## src/rtl/asp_pkg.sv

```systemverilog
// Shared types and constants for the all simple paths enumerator.
// Used by the controller, the datapath, the top level and the checker.
package asp_pkg;

   localparam logic [1:0] CMD_ADD_EDGE  = 2'd0;
   localparam logic [1:0] CMD_CLEAR     = 2'd1;
   localparam logic [1:0] CMD_NEXT_PATH = 2'd2;

   localparam int CSR_INDEX_W = 2;
   localparam int CSR_DATA_W  = 5;

   localparam logic [CSR_INDEX_W-1:0] CSR_VERTEX_COUNT  = 2'd0;
   localparam logic [CSR_INDEX_W-1:0] CSR_SOURCE_VERTEX = 2'd1;
   localparam logic [CSR_INDEX_W-1:0] CSR_TARGET_VERTEX = 2'd2;

   localparam logic [4:0] VERTEX_COUNT_RESET = 5'd16;

   typedef struct packed {
      logic [1:0] command;
      logic [3:0] from_vertex;
      logic [3:0] to_vertex;
   } req_type;

   typedef struct packed {
      logic [3:0] vertex_index;
      logic       last_of_path;
      logic       done_res;
   } rsp_type;

   typedef enum logic [1:0] {
      ST_IDLE,
      ST_SEARCH,
      ST_EMIT,
      ST_DONE
   } ctrl_state_type;

   typedef enum logic [1:0] {
      PH_NOT_STARTED,
      PH_RESUME,
      PH_FINISHED
   } walk_phase_type;

   typedef struct packed {
      logic adj_add;
      logic adj_clear;
      logic walk_start;
      logic walk_pop;
      logic walk_step;
      logic rd_emit;
      logic out_path;
      logic out_done;
   } dp_cmd_type;

   typedef struct packed {
      logic cfg_write;
      logic endpoint_bad;
      logic src_is_tgt;
      logic stack_empty;
      logic hit_target;
      logic emit_last;
      logic out_free;
   } dp_status_type;

endpackage

```

## src/rtl/asp_ctrl.sv

```systemverilog
// Controller state machine for the path enumerator: sequences start, search and output.
// Depends on asp_pkg for the state, phase, command and status types.
module asp_ctrl (
   input  logic                  clock,
   input  logic                  reset,
   input  logic                  req_valid,
   input  logic [1:0]            req_command,
   output logic                  req_stall,
   input  asp_pkg::dp_status_type status,
   output asp_pkg::dp_cmd_type    cmd
);
   import asp_pkg::*;

   ctrl_state_type state_ff, state_in;
   walk_phase_type phase_ff, phase_in;
   logic           req_accept;

   assign req_accept = req_valid && (state_ff == ST_IDLE);

   always_comb begin
      state_in = state_ff;
      phase_in = phase_ff;
      case (state_ff)
         ST_IDLE: begin
            if (status.cfg_write) begin
               phase_in = PH_NOT_STARTED;
            end
            if (req_accept) begin
               case (req_command)
                  CMD_ADD_EDGE, CMD_CLEAR: begin
                     phase_in = PH_NOT_STARTED;
                  end
                  CMD_NEXT_PATH: begin
                     case (phase_ff)
                        PH_FINISHED: state_in = ST_DONE;
                        PH_RESUME:   state_in = ST_SEARCH;
                        PH_NOT_STARTED: begin
                           if (status.endpoint_bad) begin
                              state_in = ST_DONE;
                           end else if (status.src_is_tgt) begin
                              state_in = ST_EMIT;
                           end else begin
                              state_in = ST_SEARCH;
                           end
                        end
                        default: state_in = ST_IDLE;
                     endcase
                  end
                  default: state_in = ST_IDLE;
               endcase
            end
         end
         ST_SEARCH: begin
            if (status.stack_empty) begin
               state_in = ST_DONE;
            end else if (status.hit_target) begin
               state_in = ST_EMIT;
            end
         end
         ST_EMIT: begin
            if (status.out_free && status.emit_last) begin
               phase_in = PH_RESUME;
               state_in = ST_IDLE;
            end
         end
         ST_DONE: begin
            if (status.out_free) begin
               phase_in = PH_FINISHED;
               state_in = ST_IDLE;
            end
         end
         default: state_in = ST_IDLE;
      endcase
   end

   always_comb begin
      cmd       = '0;
      req_stall = 1'b1;
      case (state_ff)
         ST_IDLE: begin
            req_stall = 1'b0;
            if (req_accept) begin
               case (req_command)
                  CMD_ADD_EDGE: cmd.adj_add   = 1'b1;
                  CMD_CLEAR:    cmd.adj_clear = 1'b1;
                  CMD_NEXT_PATH: begin
                     cmd.walk_start = (phase_ff == PH_NOT_STARTED) && !status.endpoint_bad;
                     cmd.walk_pop   = (phase_ff == PH_RESUME);
                  end
                  default: cmd = '0;
               endcase
            end
         end
         ST_SEARCH: cmd.walk_step = !status.stack_empty;
         ST_EMIT: begin
            cmd.rd_emit  = 1'b1;
            cmd.out_path = status.out_free;
         end
         ST_DONE: cmd.out_done = status.out_free;
         default: cmd = '0;
      endcase
   end

   always_ff @(posedge clock) begin
      if (reset) begin
         state_ff <= ST_IDLE;
         phase_ff <= PH_NOT_STARTED;
      end else begin
         state_ff <= state_in;
         phase_ff <= phase_in;
      end
   end

endmodule

```

## src/rtl/asp_datapath.sv

```systemverilog
// Datapath for the path enumerator: registers, adjacency rows, walk stack and output beat.
// Depends on asp_pkg; driven by asp_ctrl through command and status structs.
module asp_datapath #(
   parameter int MAX_VERTICES = 16
) (
   input  logic                                clock,
   input  logic                                reset,
   input  asp_pkg::req_type                    req_data,
   input  logic                                csr_we,
   input  logic [asp_pkg::CSR_INDEX_W-1:0]     csr_index,
   input  logic [asp_pkg::CSR_DATA_W-1:0]      csr_wdata,
   input  asp_pkg::dp_cmd_type                 cmd,
   output asp_pkg::dp_status_type              status,
   output logic                                rsp_valid,
   input  logic                                rsp_stall,
   output asp_pkg::rsp_type                    rsp_data
);
   import asp_pkg::*;

   localparam int NV = (MAX_VERTICES < 16) ? MAX_VERTICES : 16;
   localparam int VW = $clog2(NV);
   localparam int CW = $clog2(NV + 1);

   logic [4:0]    vertex_count_ff, vertex_count_in;
   logic [3:0]    source_ff, source_in;
   logic [3:0]    target_ff, target_in;
   logic [NV-1:0] adj_ff [NV];
   logic [NV-1:0] adj_in [NV];
   logic [NV-1:0] visited_ff, visited_in;
   logic [VW-1:0] stack_ff [NV];
   logic [VW-1:0] stack_in [NV];
   logic [CW-1:0] cursor_ff [NV];
   logic [CW-1:0] cursor_in [NV];
   logic [CW-1:0] depth_ff, depth_in;
   logic [VW-1:0] emit_ff, emit_in;
   logic          rsp_valid_ff, rsp_valid_in;
   rsp_type       rsp_data_ff, rsp_data_in;

   logic [CW-1:0] live_n;
   logic [CW-1:0] depth_m1;
   logic [VW-1:0] top_idx;
   logic [VW-1:0] push_idx;
   logic [VW-1:0] rd_idx;
   logic [VW-1:0] rd_vertex;
   logic [NV-1:0] row;
   logic [CW-1:0] cur;
   logic [NV-1:0] cand;
   logic [NV-1:0] lowest;
   logic [VW-1:0] sel;
   logic          found;
   logic          edge_ok;
   logic [VW-1:0] edge_a;
   logic [VW-1:0] edge_b;

   assign live_n   = (32'(vertex_count_ff) > NV) ? CW'(NV) : CW'(vertex_count_ff);
   assign depth_m1 = depth_ff - CW'(1);
   assign top_idx  = depth_m1[VW-1:0];
   assign push_idx = depth_ff[VW-1:0];
   assign rd_idx   = cmd.rd_emit ? emit_ff : top_idx;
   assign rd_vertex = stack_ff[rd_idx];
   assign row      = adj_ff[rd_vertex];
   assign cur      = cursor_ff[top_idx];
   assign edge_ok  = (32'(req_data.from_vertex) < NV) && (32'(req_data.to_vertex) < NV);
   assign edge_a   = req_data.from_vertex[VW-1:0];
   assign edge_b   = req_data.to_vertex[VW-1:0];

   always_comb begin
      for (int i = 0; i < NV; i++) begin
         cand[i] = row[i] && !visited_ff[i] && (i >= int'(cur)) && (i < int'(live_n));
      end
      lowest = cand & (~cand + NV'(1));
      sel    = '0;
      for (int i = 0; i < NV; i++) begin
         if (lowest[i]) begin
            sel = sel | VW'(i);
         end
      end
      found = |cand;
   end

   always_comb begin
      status.cfg_write    = csr_we && ((csr_index == CSR_VERTEX_COUNT) ||
                                       (csr_index == CSR_SOURCE_VERTEX) ||
                                       (csr_index == CSR_TARGET_VERTEX));
      status.endpoint_bad = (32'(source_ff) >= 32'(live_n)) ||
                            (32'(target_ff) >= 32'(live_n));
      status.src_is_tgt   = (source_ff == target_ff);
      status.stack_empty  = (depth_ff == '0);
      status.hit_target   = found && (32'(sel) == 32'(target_ff));
      status.emit_last    = ((CW'(emit_ff) + CW'(1)) == depth_ff);
      status.out_free     = !rsp_valid_ff || !rsp_stall;
   end

   always_comb begin
      vertex_count_in = vertex_count_ff;
      source_in       = source_ff;
      target_in       = target_ff;
      if (csr_we) begin
         case (csr_index)
            CSR_VERTEX_COUNT:  vertex_count_in = csr_wdata[4:0];
            CSR_SOURCE_VERTEX: source_in       = csr_wdata[3:0];
            CSR_TARGET_VERTEX: target_in       = csr_wdata[3:0];
            default:           vertex_count_in = vertex_count_ff;
         endcase
      end
   end

   always_comb begin
      adj_in = adj_ff;
      if (cmd.adj_clear) begin
         for (int r = 0; r < NV; r++) begin
            adj_in[r] = '0;
         end
      end else if (cmd.adj_add && edge_ok) begin
         adj_in[edge_a][edge_b] = 1'b1;
         adj_in[edge_b][edge_a] = 1'b1;
      end
   end

   always_comb begin
      visited_in = visited_ff;
      stack_in   = stack_ff;
      cursor_in  = cursor_ff;
      depth_in   = depth_ff;
      if (cmd.walk_start) begin
         visited_in                     = '0;
         visited_in[source_ff[VW-1:0]]  = 1'b1;
         stack_in[0]                    = source_ff[VW-1:0];
         cursor_in[0]                   = '0;
         depth_in                       = CW'(1);
      end else if (cmd.walk_step && found) begin
         cursor_in[top_idx]  = CW'(sel) + CW'(1);
         stack_in[push_idx]  = sel;
         cursor_in[push_idx] = '0;
         visited_in[sel]     = 1'b1;
         depth_in            = depth_ff + CW'(1);
      end else if (cmd.walk_pop || cmd.walk_step) begin
         visited_in[rd_vertex] = 1'b0;
         depth_in              = depth_m1;
      end
   end

   always_comb begin
      emit_in      = emit_ff;
      rsp_valid_in = rsp_valid_ff;
      rsp_data_in  = rsp_data_ff;
      if (cmd.out_path) begin
         rsp_valid_in             = 1'b1;
         rsp_data_in.vertex_index = 4'(rd_vertex);
         rsp_data_in.last_of_path = status.emit_last;
         rsp_data_in.done_res     = 1'b0;
         emit_in                  = status.emit_last ? '0 : emit_ff + VW'(1);
      end else if (cmd.out_done) begin
         rsp_valid_in             = 1'b1;
         rsp_data_in.vertex_index = '0;
         rsp_data_in.last_of_path = 1'b0;
         rsp_data_in.done_res     = 1'b1;
      end else if (!rsp_stall) begin
         rsp_valid_in = 1'b0;
      end
   end

   always_ff @(posedge clock) begin
      if (reset) begin
         vertex_count_ff <= VERTEX_COUNT_RESET;
         source_ff       <= '0;
         target_ff       <= '0;
         adj_ff          <= '{default: '0};
         visited_ff      <= '0;
         depth_ff        <= '0;
         emit_ff         <= '0;
         rsp_valid_ff    <= 1'b0;
      end else begin
         vertex_count_ff <= vertex_count_in;
         source_ff       <= source_in;
         target_ff       <= target_in;
         adj_ff          <= adj_in;
         visited_ff      <= visited_in;
         depth_ff        <= depth_in;
         emit_ff         <= emit_in;
         rsp_valid_ff    <= rsp_valid_in;
      end
   end

   always_ff @(posedge clock) begin
      stack_ff    <= stack_in;
      cursor_ff   <= cursor_in;
      rsp_data_ff <= rsp_data_in;
   end

   assign rsp_valid = rsp_valid_ff;
   assign rsp_data  = rsp_data_ff;

endmodule

```

## src/rtl/all_simple_paths_enumerator.sv

```systemverilog
// Add-edge and clear beats update the adjacency rows; a configuration write takes effect on the next cycle.
// A next-path beat starts or resumes the walk, then pushes or pops the walk stack step by step
// and sends each vertex of the path; the pushes and pops depend on the graph, with no small bound.
// The output register holds one beat, so the next request is taken while that beat waits.
// Synchronous reset empties the graph, loads the register defaults and restarts the walk;
// there is no clearing pass.
module all_simple_paths_enumerator #(
   parameter int MAX_VERTICES = 16
) (
   input  logic                            clock,
   input  logic                            reset,
   input  logic                            req_valid,
   output logic                            req_stall,
   input  asp_pkg::req_type                req_data,
   output logic                            rsp_valid,
   input  logic                            rsp_stall,
   output asp_pkg::rsp_type                rsp_data,
   input  logic                            csr_we,
   input  logic [asp_pkg::CSR_INDEX_W-1:0] csr_index,
   input  logic [asp_pkg::CSR_DATA_W-1:0]  csr_wdata
);
   import asp_pkg::*;

   dp_cmd_type    cmd;
   dp_status_type status;

   asp_ctrl u_ctrl (
      .clock       (clock),
      .reset       (reset),
      .req_valid   (req_valid),
      .req_command (req_data.command),
      .req_stall   (req_stall),
      .status      (status),
      .cmd         (cmd)
   );

   asp_datapath #(
      .MAX_VERTICES (MAX_VERTICES)
   ) u_datapath (
      .clock     (clock),
      .reset     (reset),
      .req_data  (req_data),
      .csr_we    (csr_we),
      .csr_index (csr_index),
      .csr_wdata (csr_wdata),
      .cmd       (cmd),
      .status    (status),
      .rsp_valid (rsp_valid),
      .rsp_stall (rsp_stall),
      .rsp_data  (rsp_data)
   );

endmodule

```

## config.mk

```make
export PLATFORM = sky130hd
export DESIGN_NAME = all_simple_paths_enumerator
export DESIGN_NICKNAME = d
export VERILOG_FILES = /design/src/rtl/asp_pkg.sv /design/src/rtl/asp_ctrl.sv /design/src/rtl/asp_datapath.sv /design/src/rtl/all_simple_paths_enumerator.sv
export SDC_FILE = /design/constraint.sdc
export NUM_CORES = 1
export LEC_CHECK = 0
export BUFFER_PORTS_ARGS = -buffer_cell sky130_fd_sc_hd__buf_2
export CORE_UTILIZATION = 35
export CTS_CLUSTER_DIAMETER = 100
export DETAILED_ROUTE_END_ITERATION = 12
export PLACE_DENSITY = 0.46
export REMOVE_ABC_BUFFERS = 1
export SLEW_MARGIN = 40
export SYNTH_ARGS = -nofsm -noshare
export SYNTH_HDL_FRONTEND = slang
export SYNTH_SLANG_ARGS = --single-unit
```

## constraint.sdc

```tcl
create_clock -name clock -period 14.4 [get_ports clock]
set_input_delay 2.16 -clock clock [delete_from_list [all_inputs] [get_ports clock]]
set_output_delay 2.16 -clock clock [all_outputs]
set_load 0.03 [all_outputs]
```

* Word level (Yosys, flattened, before mapping)
Cells that the tools add are included.
** Storage, ports and cells
- Register bits after elaboration :: 449
- Input bits :: 22
- Output and inout bits :: 8
- Word-level logic and storage cells :: 351
** Operators by class
- Add/subtract/negate cells :: 6
- $lt $le $gt $ge :: 55
- Eq/ne operators :: 18
- Mux-type cells :: 87
- Bitwise operators :: 16
- Reduce and logical (&&, ||, !) cells :: 108
** Operators by type and width (count)
- $or 256x256->256 :: 2
- $demux 16 s4 :: 2
- $mux 16 :: 7
- $and 80x80->80 :: 1
- $bwmux 80 :: 1
- $not 80->80 :: 1
- $bmux 16 s4 :: 1
- $bwmux 64 :: 1
- $mux 64 :: 1
- $logic_and 1x1->1 :: 63
- $mux 4 :: 15
- $demux 5 s4 :: 2
- $ge 4x5->1 const A :: 8
- $lt 4x5->1 const A :: 8
- $mux 5 :: 7
- $and 16x16->16 :: 2
- $not 16->16 :: 2
- $ge 5x5->1 const B :: 6
- $mux 2 :: 15
- $not 4->5 :: 6
- $lt 4x5->1 const B :: 5
- $bmux 5 s4 :: 1
- $demux 1 s4 :: 5
- $ge 3x5->1 const A :: 4
- other kinds (45) :: 124

* Depth between registers and ports, before layout
Gate-level depths: netlist (run 1).
- Depth after elaboration :: 46
- Gate-level depth with buffers :: 29
- Gate-level depth less buffers :: 19

* Modules after synthesis
From an unflattened synthesis (run 1), not the netlist that was laid out.
** Unflattened totals
- Cells, all modules :: 2488
- Area, all modules :: 22338.9 um^2
** Modules (own cells, without submodules)
- asp_datapath :: times used 1, cells each 2446, area an instance 22046.1 um^2, sequential area each 10349.9 um^2
- asp_ctrl :: times used 1, cells each 42, area an instance 292.8 um^2, sequential area each 80.1 um^2

* Worst setup path after synthesis (run 1)
OpenSTA, ideal clock, no wires.
- Path kind :: register -> register
- Start :: register u_datapath.depth_ff[0]
- End :: register u_datapath.stack_ff[0] in the netlist's numbering, enable pin
- Setup time :: 0.314 ns
- Arrival :: 7.252 ns
- Data required time :: 14.086 ns
- Path slack :: 6.834 ns
- Stages on the path, launching flop included :: 21
- Buffers on the path :: 8
- Period minus slack after synthesis :: 7.566 ns
- Cells stage by stage :: dfxtp_1 -> buf_4 -> buf_2 -> inv_1 -> ha_1 -> clkbuf_1 -> buf_2 -> clkbuf_1 -> mux4_2 -> mux4_2 -> nor2_1 -> nand2_1 -> or3_1 -> a221o_1 -> a211o_1 -> and4_1 -> clkbuf_1 -> a31oi_4 -> buf_4 -> clkbuf_1 -> and2_1
** On the way
- Longest elaborated chain between the ends :: 16
- Elaborated cells between the ends (all ways) :: 84
- Those cells by class :: add/sub (1); order compare (16); mux (11); bitwise (3); reduce/logical (53)
** Ends and longest elaborated chain
- start: declaration :: RTL line asp_datapath.sv:34 : logic [CW-1:0] depth_ff, depth_in;
- start signal: assignment :: RTL line asp_datapath.sv:179 : depth_ff <= depth_in;
- $sub 5x1->5 :: RTL line asp_datapath.sv:56 : assign depth_m1 = depth_ff - CW'(1);
- $mux 4 :: RTL line asp_datapath.sv:59 : assign rd_idx = cmd.rd_emit ? emit_ff : top_idx;
- $not 4->5 (implied by the code) :: RTL line asp_datapath.sv:60 : assign rd_vertex = stack_ff[rd_idx];
- $bmux 4 s4 :: RTL line asp_datapath.sv:60
- $mux 4 (implied by the code) (2 in a row) :: RTL line asp_datapath.sv:60
- $not 4->5 (implied by the code) :: RTL line asp_datapath.sv:61 : assign row = adj_ff[rd_vertex];
- $bmux 16 s4 :: RTL line asp_datapath.sv:61
- $mux 16 (implied by the code) (2 in a row) :: RTL line asp_datapath.sv:61
- $logic_and 1x1->1 (3 in a row) :: RTL line asp_datapath.sv:69 : cand[i] = row[i] && !visited_ff[i] && (i >= int'(cur)) && (i < int'(live_n));
- $reduce_or 16->1 :: RTL line asp_datapath.sv:78 : found = |cand;
- $logic_and 1x1->1 * :: RTL line asp_datapath.sv:131 : end else if (cmd.walk_step && found) begin
- $reduce_and 2->1 (no source line) *
- end signal: assignment :: RTL line asp_datapath.sv:186 : stack_ff <= stack_in;
- end: declaration :: RTL line asp_datapath.sv:30 : logic [VW-1:0] stack_ff [NV];
Every way passes the cells marked *; elsewhere a longest branch is shown, timed or not. The select of a mux whose other input is x is not followed.
A chain may end at the register's enable or synchronous reset.

* Final worst setup path (run 1)
- Start :: register u_ctrl.state_ff[0]
- End :: register u_datapath.cursor_ff[32] in the netlist's numbering (data pin)
** On the way
- Longest elaborated chain between the ends :: 35
- Elaborated cells between the ends (all ways) :: 81
- Those cells by class :: add/sub (2); eq/ne (1); mux (24); bitwise (5); reduce/logical (49)
** Ends and longest elaborated chain
- start: declaration :: RTL line asp_ctrl.sv:14 : ctrl_state_type state_ff, state_in;
- start signal: assignment :: RTL line asp_ctrl.sv:109 : state_ff <= state_in;
- $eq 2x2->1 / $logic_not 2->1 (equally long branches) :: RTL line asp_ctrl.sv:79, asp_ctrl.sv:18
- $pmux 2 s2 * :: RTL line asp_ctrl.sv:79 : case (state_ff)
- $mux 4 * :: RTL line asp_datapath.sv:59
- $not 4->5 (implied by the code) * :: RTL line asp_datapath.sv:60
- $bmux 4 s4 * :: RTL line asp_datapath.sv:60
- $mux 4 (implied by the code) * (2 in a row) :: RTL line asp_datapath.sv:60
- $not 4->5 (implied by the code) * :: RTL line asp_datapath.sv:61
- $bmux 16 s4 * :: RTL line asp_datapath.sv:61
- [... 9 more ...]
- $mux 2 (2 in a row) :: RTL line asp_datapath.sv:74 : if (lowest[i]) begin
- $mux 3 (4 in a row) :: RTL line asp_datapath.sv:74
- $mux 4 (7 in a row) :: RTL line asp_datapath.sv:74
- $mux 4 * :: RTL line asp_datapath.sv:74
- via u_datapath.sel[0] :: RTL line asp_datapath.sv:49 : logic [VW-1:0] sel;
- $add 4x1->5 * :: RTL line asp_datapath.sv:132 : cursor_in[top_idx] = CW'(sel) + CW'(1);
- $bwmux 80 * :: RTL line asp_datapath.sv:132
- $and 80x80->80 (no source line) *
- end signal: assignment :: RTL line asp_datapath.sv:187 : cursor_ff <= cursor_in;
- end: declaration :: RTL line asp_datapath.sv:32 : logic [CW-1:0] cursor_ff [NV];
The timed path passes the listed nets; every way through them passes the cells marked *. The select of a mux whose other input is x is not followed.

==> results.json, run 1 <==
{
  "status": "finished, final reports clean",
  "io_pins": 30,
  "synth_top_flop_cell": "dfxtp_1",
  "cts_sinks": 449,
  "setup_violations": 0,
  "fmax_mhz": 114.4,
  "finalCritPeriodShare_pct": 60.72,
  "grt_max_degree": 104,
  "multi_input_area_um2": 10430,
  "drv_slew": 0,
  "netlist_area_um2": 22450,
  "yosysWarnings": 0,
  "place_hpwl_um": 56480,
  "grt_overflow": 0,
  "vias_per_cell": 5.664,
  "ctsResizeCount": 0,
  "cts_buffers": 53,
  "drive_gt1_share_pct": 11.09,
  "layout_setup_ws_ps": 5657,
  "coreArea_um2": 63200,
  "start_util_pct": 35.52,
  "drc": 0,
  "hold_buffers": 0,
  "hold_class": "reg2reg",
  "crit_buf_inv": 4,
  "root_buffer": "clkbuf_16",
  "die_h_um": 255.2,
  "crit_top_cell": "buf_4",
  "clockBufferDepth": 3,
  "htree_levels": 2,
  "dr.pass1.iters": 6,
  "grtUsageTotal_pct": 24.70,
  "synth-seq-cells": 449,
  "holdPathStages": 2,
  "slowest_stage": "ha_1",
  "antenna-diode-count": 0,
  "antenna_found_initial": 0,
  "hold-worst-slack_ps": 442.7,
  "maxSlewHeadroom_pct": 39.59,
  "cts_tree": "built",
  "end_kind": "flip-flop",
  "cpLargestDelayFamily": "compound AO/OA/AOI/OAI gates",
  "clk_latency_ps": 630,
  "rows": 92,
  "finalHoldViolCount": 0,
  "async_flop_share_pct": 0,
  "dieArea_um2": 65150,
  "hp-start": "u_datapath.adj_ff[254]",
  "synth_top_area_share_pct": 27.20,
  "worstPathArrival_ps": 9190,
  "final-seq-area_um2": 10430,
  "cp_cell_sequence": "nand2b_1, buf_4, a21o_1, a211oi_1, o21ai_1, and4_4, buf_4, mux4_2, nand2_1, a21oi_1, o21ai_0, and4_1, nand3_1, o32a_1, buf_4, inv_1, ha_1, xor2_4, nor2_1, nor3_1",
  "wire_per_inst_um": 24.36,
  "netlist_top_cells_area": "dfxtp_1, edfxtp_1, a21oi_1",
  "die_x_um": 255.2,
  "syn_to_final_growth_pct": 12.83,
  "grt_pass1_wl_um": 119800,
  "nets": 2458,
  "rsz0062_at_grt": "no",
  "wl_um": 80570,
  "io_buffer_count": 29,
  "via_count": 18740,
  "synth_top_area_cell": "dfxtp_1",
  "synth_cell_types": 86,
  "critPathMaxFanout": 46,
  "min_to": "u_datapath.adj_ff[254]",
  "cts_setup_buffers": 0,
  "reg2reg_slack_ps": 5660,
  "final.setup.tns_ps": 0,
  "post-route-min-period_ps": 8743,
  "synth_edf_count": 144,
  "critPathMaxStageDelay_ps": 740,
  "avgSynthCellArea_um2": 9.158,
  "first_global_vias": 18020,
  "ys_seq_area_share_pct": 46.47,
  "utilization_pct": 40.07,
  "rr_worst_depth": 20,
  "worst-slew-pin-transition_ps": 902.8,
  "critPathKind": "reg2reg",
  "ant_nets": 0,
  "clk_pin_slew_worst_paths_ps": 60,
  "max_cap_violations": 0,
  "fillers": 6379,
  "r2r-end": "u_datapath.cursor_ff[32]",
  "gp_congestion": 0.9654,
  "cp.required_ps": 14840,
  "place_ws_ps": 5604,
  "skew_ps": 42.80,
  "drt-initial-drc-count": 1982,
  "netlist_instances": 2451,
  "startpoint_type": "flip-flop",
  "r2r-start": "u_ctrl.state_ff[0]"
}
[synthesized netlist by cell type (7+ instances only)]
library cell and n:
nand2_1 141, buf_2 32, dfxtp_1 305, a41oi_1 27
nor2_1 178, a211oi_1 73, and2_0 7, or2_2 9
o22ai_1 11, and4_1 8, a31oi_1 8, buf_1 14
o21a_1 10, a222oi_1 7, o211ai_1 19, o21ai_0 44
a22oi_1 130, a32oi_1 18, clkbuf_1 107, nand4_1 20
edfxtp_1 144, xnor2_1 10, a21oi_1 355, and2_1 29
a21o_1 8, nor2b_1 23, buf_4 17, nor3_1 51
a221oi_1 11, inv_1 276, mux2i_1 131, nand3_1 31
nand2b_1 21, a2111oi_0 12, o31ai_1 10, ha_1 19
mux4_2 26
[metrics by stage]
stage                     instances  instance area [um2]
after floorplan                2276                21650
after global placement         3204                23360
after detailed placement       3208                23540
after CTS                      3308                25290
after global routing           3308                25330
final                          3308                25330
[cells in the final DEF (no fill, tap or decap), types with 12 or more instances in the layout]
cell type	count
clkbuf_1	12
a21oi_1	355
mux4_2	26
nor2b_1	18
a22oi_1	130
inv_1	276
ha_1	17
clkbuf_16	55
o211ai_1	19
buf_2	28
clkinv_2	15
and2_1	29
buf_4	51
nor3_1	38
dfxtp_1	304
nand4_1	20
nor2_1	170
nand2b_1	21
nand2_1	141
edfxtp_1	144
a211oi_1	73
a41oi_1	27
a32oi_1	18
o21ai_0	44
mux2i_1	131
nand3_1	31
[worst register-to-register path: cells and delay by family, from the launching register on]
family	cells	cell delay (ps)
and+or+nand+nor	7	1850
muxes	1	640
adders and majority gates	1	750
buffers and inverters	4	1890
xor gates and xnor gates	1	530
AOI/OAI and AO/OA	6	2240
DFF	1	690
[worst max-delay path by stage]
stage               cells after the start  slack [ps]              startpoint                  endpoint
floorplan                              14        4120  u_datapath.depth_ff[0]   u_datapath.stack_ff[60]
global placement                       21        5840  u_datapath.depth_ff[0]   u_datapath.cursor_ff[2]
detailed placement                     21        5600  u_datapath.depth_ff[0]  u_datapath.cursor_ff[32]
CTS                                    21        5570  u_datapath.depth_ff[0]  u_datapath.cursor_ff[32]
global route                           19        5150      u_ctrl.state_ff[1]  u_datapath.cursor_ff[47]
finish                                 20        5660      u_ctrl.state_ff[0]  u_datapath.cursor_ff[32]
[kinds of logic after synthesis]
| kind of cell | count (synthesis) | synth area share [%] |
|---|---|---|
| simple gates | 566 | 12.34 |
| compound gates | 791 | 22.74 |
| fa+ha+maj | 19 | 1.059 |
| flops | 449 | 46.47 |
| mux | 161 | 8.651 |
| buf+inv | 451 | 8.172 |
| xor+xnor | 14 | 0.5797 |
[flip-flops by register name (all words and copies together), names as in the netlist, 4 cells and up]
name                        count
u_datapath.source_ff            4
u_datapath.depth_ff             5
u_datapath.stack_ff            64
u_datapath.adj_ff             256
u_datapath.target_ff            4
u_datapath.rsp_data             6
u_datapath.vertex_count_ff      5
u_datapath.emit_ff              4
u_datapath.visited_ff          16
u_datapath.cursor_ff           80
[final cells by class]
type / instances / area share, %
Inverter: 276 / 4.091
Timing Repair Buffer: 86 / 2.406
Multi-Input combinational cell: 1551 / 41.19
Clock inverter: 29 / 1.112
Clock buffer: 71 / 5.830
Tap cell: 846 / 4.180
Sequential cell: 449 / 41.19
[layer usage]
layer / wire length (um) / global-route usage [%] / share of wire [%] / vias up
met5: 0 / 0 / 0 / -
met4: 2089 / 6.279 / 2.6 / 0
met3: 4651 / 3.987 / 5.8 / 126
met2: 35990 / 38.43 / 45 / 577
met1: 37840 / 35.40 / 47 / 9234
li1: - / - / - / 8799
Power of run 1 is not shown: default switching activity piles up to over one toggle a cycle in this logic, so the estimate is an artifact.
==> inputs of run 2 (changes only) <==
ABC_AREA = 1   (was default)
clock period = 8.3 ns   (was 14.4 ns; I/O delays follow)
==> run 2 against run 1 <==
Clock skew decreased by 20 ps. Critical path depth up 5. Register-to-register slack got worse by 4300 ps. Area after synthesis up 5.1%. Utilization decreased by 0.70 points. Maximum frequency increased by 25%. Worst hold slack gained 3.0 ps. Largest cell class unchanged.
==> results.json, run 2 <==
{
  "status": "finished, final reports clean",
  "vias_per_cell": 5.227,
  "r2r-start": "u_datapath.depth_ff[1]",
  "fillers": 7055,
  "io_pins": 30,
  "hold_buffers": 0,
  "fmax_mhz": 143.0,
  "skew_ps": 23.29,
  "wl_um": 87130,
  "cp.required_ps": 8550,
  "rows": 94,
  "critPathMaxFanout": 58,
  "drc": 0,
  "holdPathStages": 2,
  "hold-worst-slack_ps": 445.7,
  "coreArea_um2": 66220,
  "drt-initial-drc-count": 1720,
  "dr.pass1.iters": 6,
  "startpoint_type": "flip-flop",
  "syn_to_final_growth_pct": 10.55,
  "ys_seq_area_share_pct": 44.22,
  "route.met2.wl_um": 41230,
  "final.setup.tns_ps": 0,
  "cts_tree": "built",
  "clk_latency_ps": 620,
  "critPathKind": "reg2reg",
  "finalCritPeriodShare_pct": 84.23,
  "ant_nets": 0,
  "final_cell_mix": "nand2_1, inv_1, nor2_1, a21oi_1, dfxtp_1",
  "netlist_instances": 3388,
  "cts_setup_buffers": 0,
  "dieArea_um2": 68430,
  "regMostFlops": "u_datapath.adj_ff",
  "clk_pin_slew_worst_paths_ps": 60,
  "synth-seq-cells": 449,
  "netlist_top_cells_area": "dfxtp_1, edfxtp_1, nand2_1",
  "hold_class": "reg2reg",
  "htree_levels": 2,
  "rr_worst_depth": 25,
  "cts_buffers": 53,
  "gp_congestion": 0.9250,
  "worst-slew-pin-transition_ps": 933.1,
  "placed_cell_area_um2": 24250,
  "fin_area_um2": 26080,
  "r2r-end": "u_datapath.cursor_ff[43]",
  "fin_cells": 4237,
  "finalHoldViolCount": 0,
  "dr.max_layer_used": "met5",
  "layout_commonest_cell": "nand2_1",
  "dp_cells": 4139,
  "place_hpwl_um": 59310,
  "post-route-min-period_ps": 6991,
  "synth_cell_types": 49,
  "drive_gt1_share_pct": 6.167,
  "io_buffer_count": 29,
  "min_to": "u_datapath.adj_ff[139]",
  "drt-met1-wl_um": 37890,
  "grt_overflow": 0,
  "largest_reg_flops": 256,
  "clockBufferDepth": 3,
  "via_count": 22150,
  "synth_common_cells": "nand2_1, inv_1, nor2_1",
  "hp-start": "u_datapath.adj_ff[139]",
  "nets": 3371,
  "worstPathArrival_ps": 7250,
  "synth_top_area_cell": "dfxtp_1",
  "first_global_vias": 21170,
  "start_util_pct": 35.62,
  "die_h_um": 261.6,
  "grtUsageTotal_pct": 25.22,
  "maxSlewHeadroom_pct": 37.73,
  "max_cap_violations": 0,
  "die_x_um": 261.6,
  "synth_edf_count": 144,
  "yosysWarnings": 0,
  "top_regs": "u_datapath.adj_ff x256, u_datapath.cursor_ff x80, u_datapath.stack_ff x64",
  "root_buffer": "clkbuf_16",
  "final-seq-area_um2": 10430,
  "antenna-diode-count": 0,
  "rsz0062_at_grt": "no",
  "synth_top_area_share_pct": 25.89,
  "cts_sinks": 449,
  "setup_violations": 0,
  "wire_per_inst_um": 20.56,
  "avgSynthCellArea_um2": 6.962,
  "antenna_found_initial": 1,
  "synth_top_flop_cell": "dfxtp_1",
  "met3_length_um": 4718,
  "async_flop_share_pct": 0,
  "end_kind": "flip-flop",
  "multi_input_area_um2": 10460,
  "grt_max_degree": 86,
  "reg2reg_slack_ps": 1310,
  "yosys.cell_count.top_type": "nand2_1",
  "grt_pass1_wl_um": 130700,
  "netlist_area_um2": 23590,
  "ctsResizeCount": 0,
  "drv_slew": 0
}
==> run 2: cell count changes in the layout (fill, tap and decap cells not counted), moves of 131 or more <==
cell	delta
nor2_1	+183
o21ai_0	+195
nand2_1	+673
mux2i_1	-131
nand3_1	+169
inv_1	+210
==> run 2: cell families after synthesis <==
family / count (synthesis) / synth area share [%]
compound gates: 786 / 17.86
xor+xnor: 11 / 0.4403
fa+ha+maj: 19 / 1.008
buf+inv: 687 / 11.61
flops: 449 / 44.22
simple gates: 1436 / 24.87
==> run 2: area by class of cell <==
cell class | count | area share (%)
clock inverter | 21 | 0.9117
clock buffer | 77 | 6.056
inverter | 522 | 7.538
tap | 864 | 4.146
multi-input combinational | 2252 | 40.10
sequential | 449 | 40.00
timing repair buffer | 52 | 1.248
==> run 2: how the worst max path moves through the flow <==
stage                                start                       end  slack (ps)  depth (start not counted)
floorplan                      req_data[8]      u_datapath.adj_ff[0]       -3500                          5
global route        u_datapath.depth_ff[1]  u_datapath.cursor_ff[43]         870                         26
CTS                 u_datapath.depth_ff[1]  u_datapath.cursor_ff[16]        1310                         30
global placement    u_datapath.depth_ff[1]  u_datapath.cursor_ff[36]        1380                         29
finish              u_datapath.depth_ff[1]  u_datapath.cursor_ff[43]        1310                         25
detailed placement  u_datapath.depth_ff[1]  u_datapath.cursor_ff[16]        1330                         30
==> run 2: metal layers <==
layer,GRT usage [%],up-vias
li1,-,10800
met1,32.36,10520
met2,42.58,658
met3,3.358,168
met4,10.26,2
met5,0,-
==> run 2: critical path: stages, from the launching register on <==
cell	delay [ps]
dfxtp_1	440
inv_1	170
ha_1	310
buf_4	310
inv_2	250
nand2_1	150
nand2_2	240
nand3_1	180
nand3_1	100
nand3_2	160
buf_4	670
nand3_1	300
nand2_1	170
nand2_1	60
nand2_1	120
nand2_1	80
nand2_1	90
nor2_1	50
nand2_1	60
nand2_1	60
nor2_2	490
nand4_1	290
nand2_2	110
buf_4	380
clkinv_2	640
buf_4	580
==> run 2: through the flow <==
step,setup slack (ps),utilization (%)
2_1_floorplan,-3498,-
3_3_place_gp,1382,36.60
3_5_place_dp,1334,36.62
4_1_cts,1307,39.37
5_1_grt,870.1,39.38
6_report,1309,39.38
Power of run 2 is left out for the same reason.
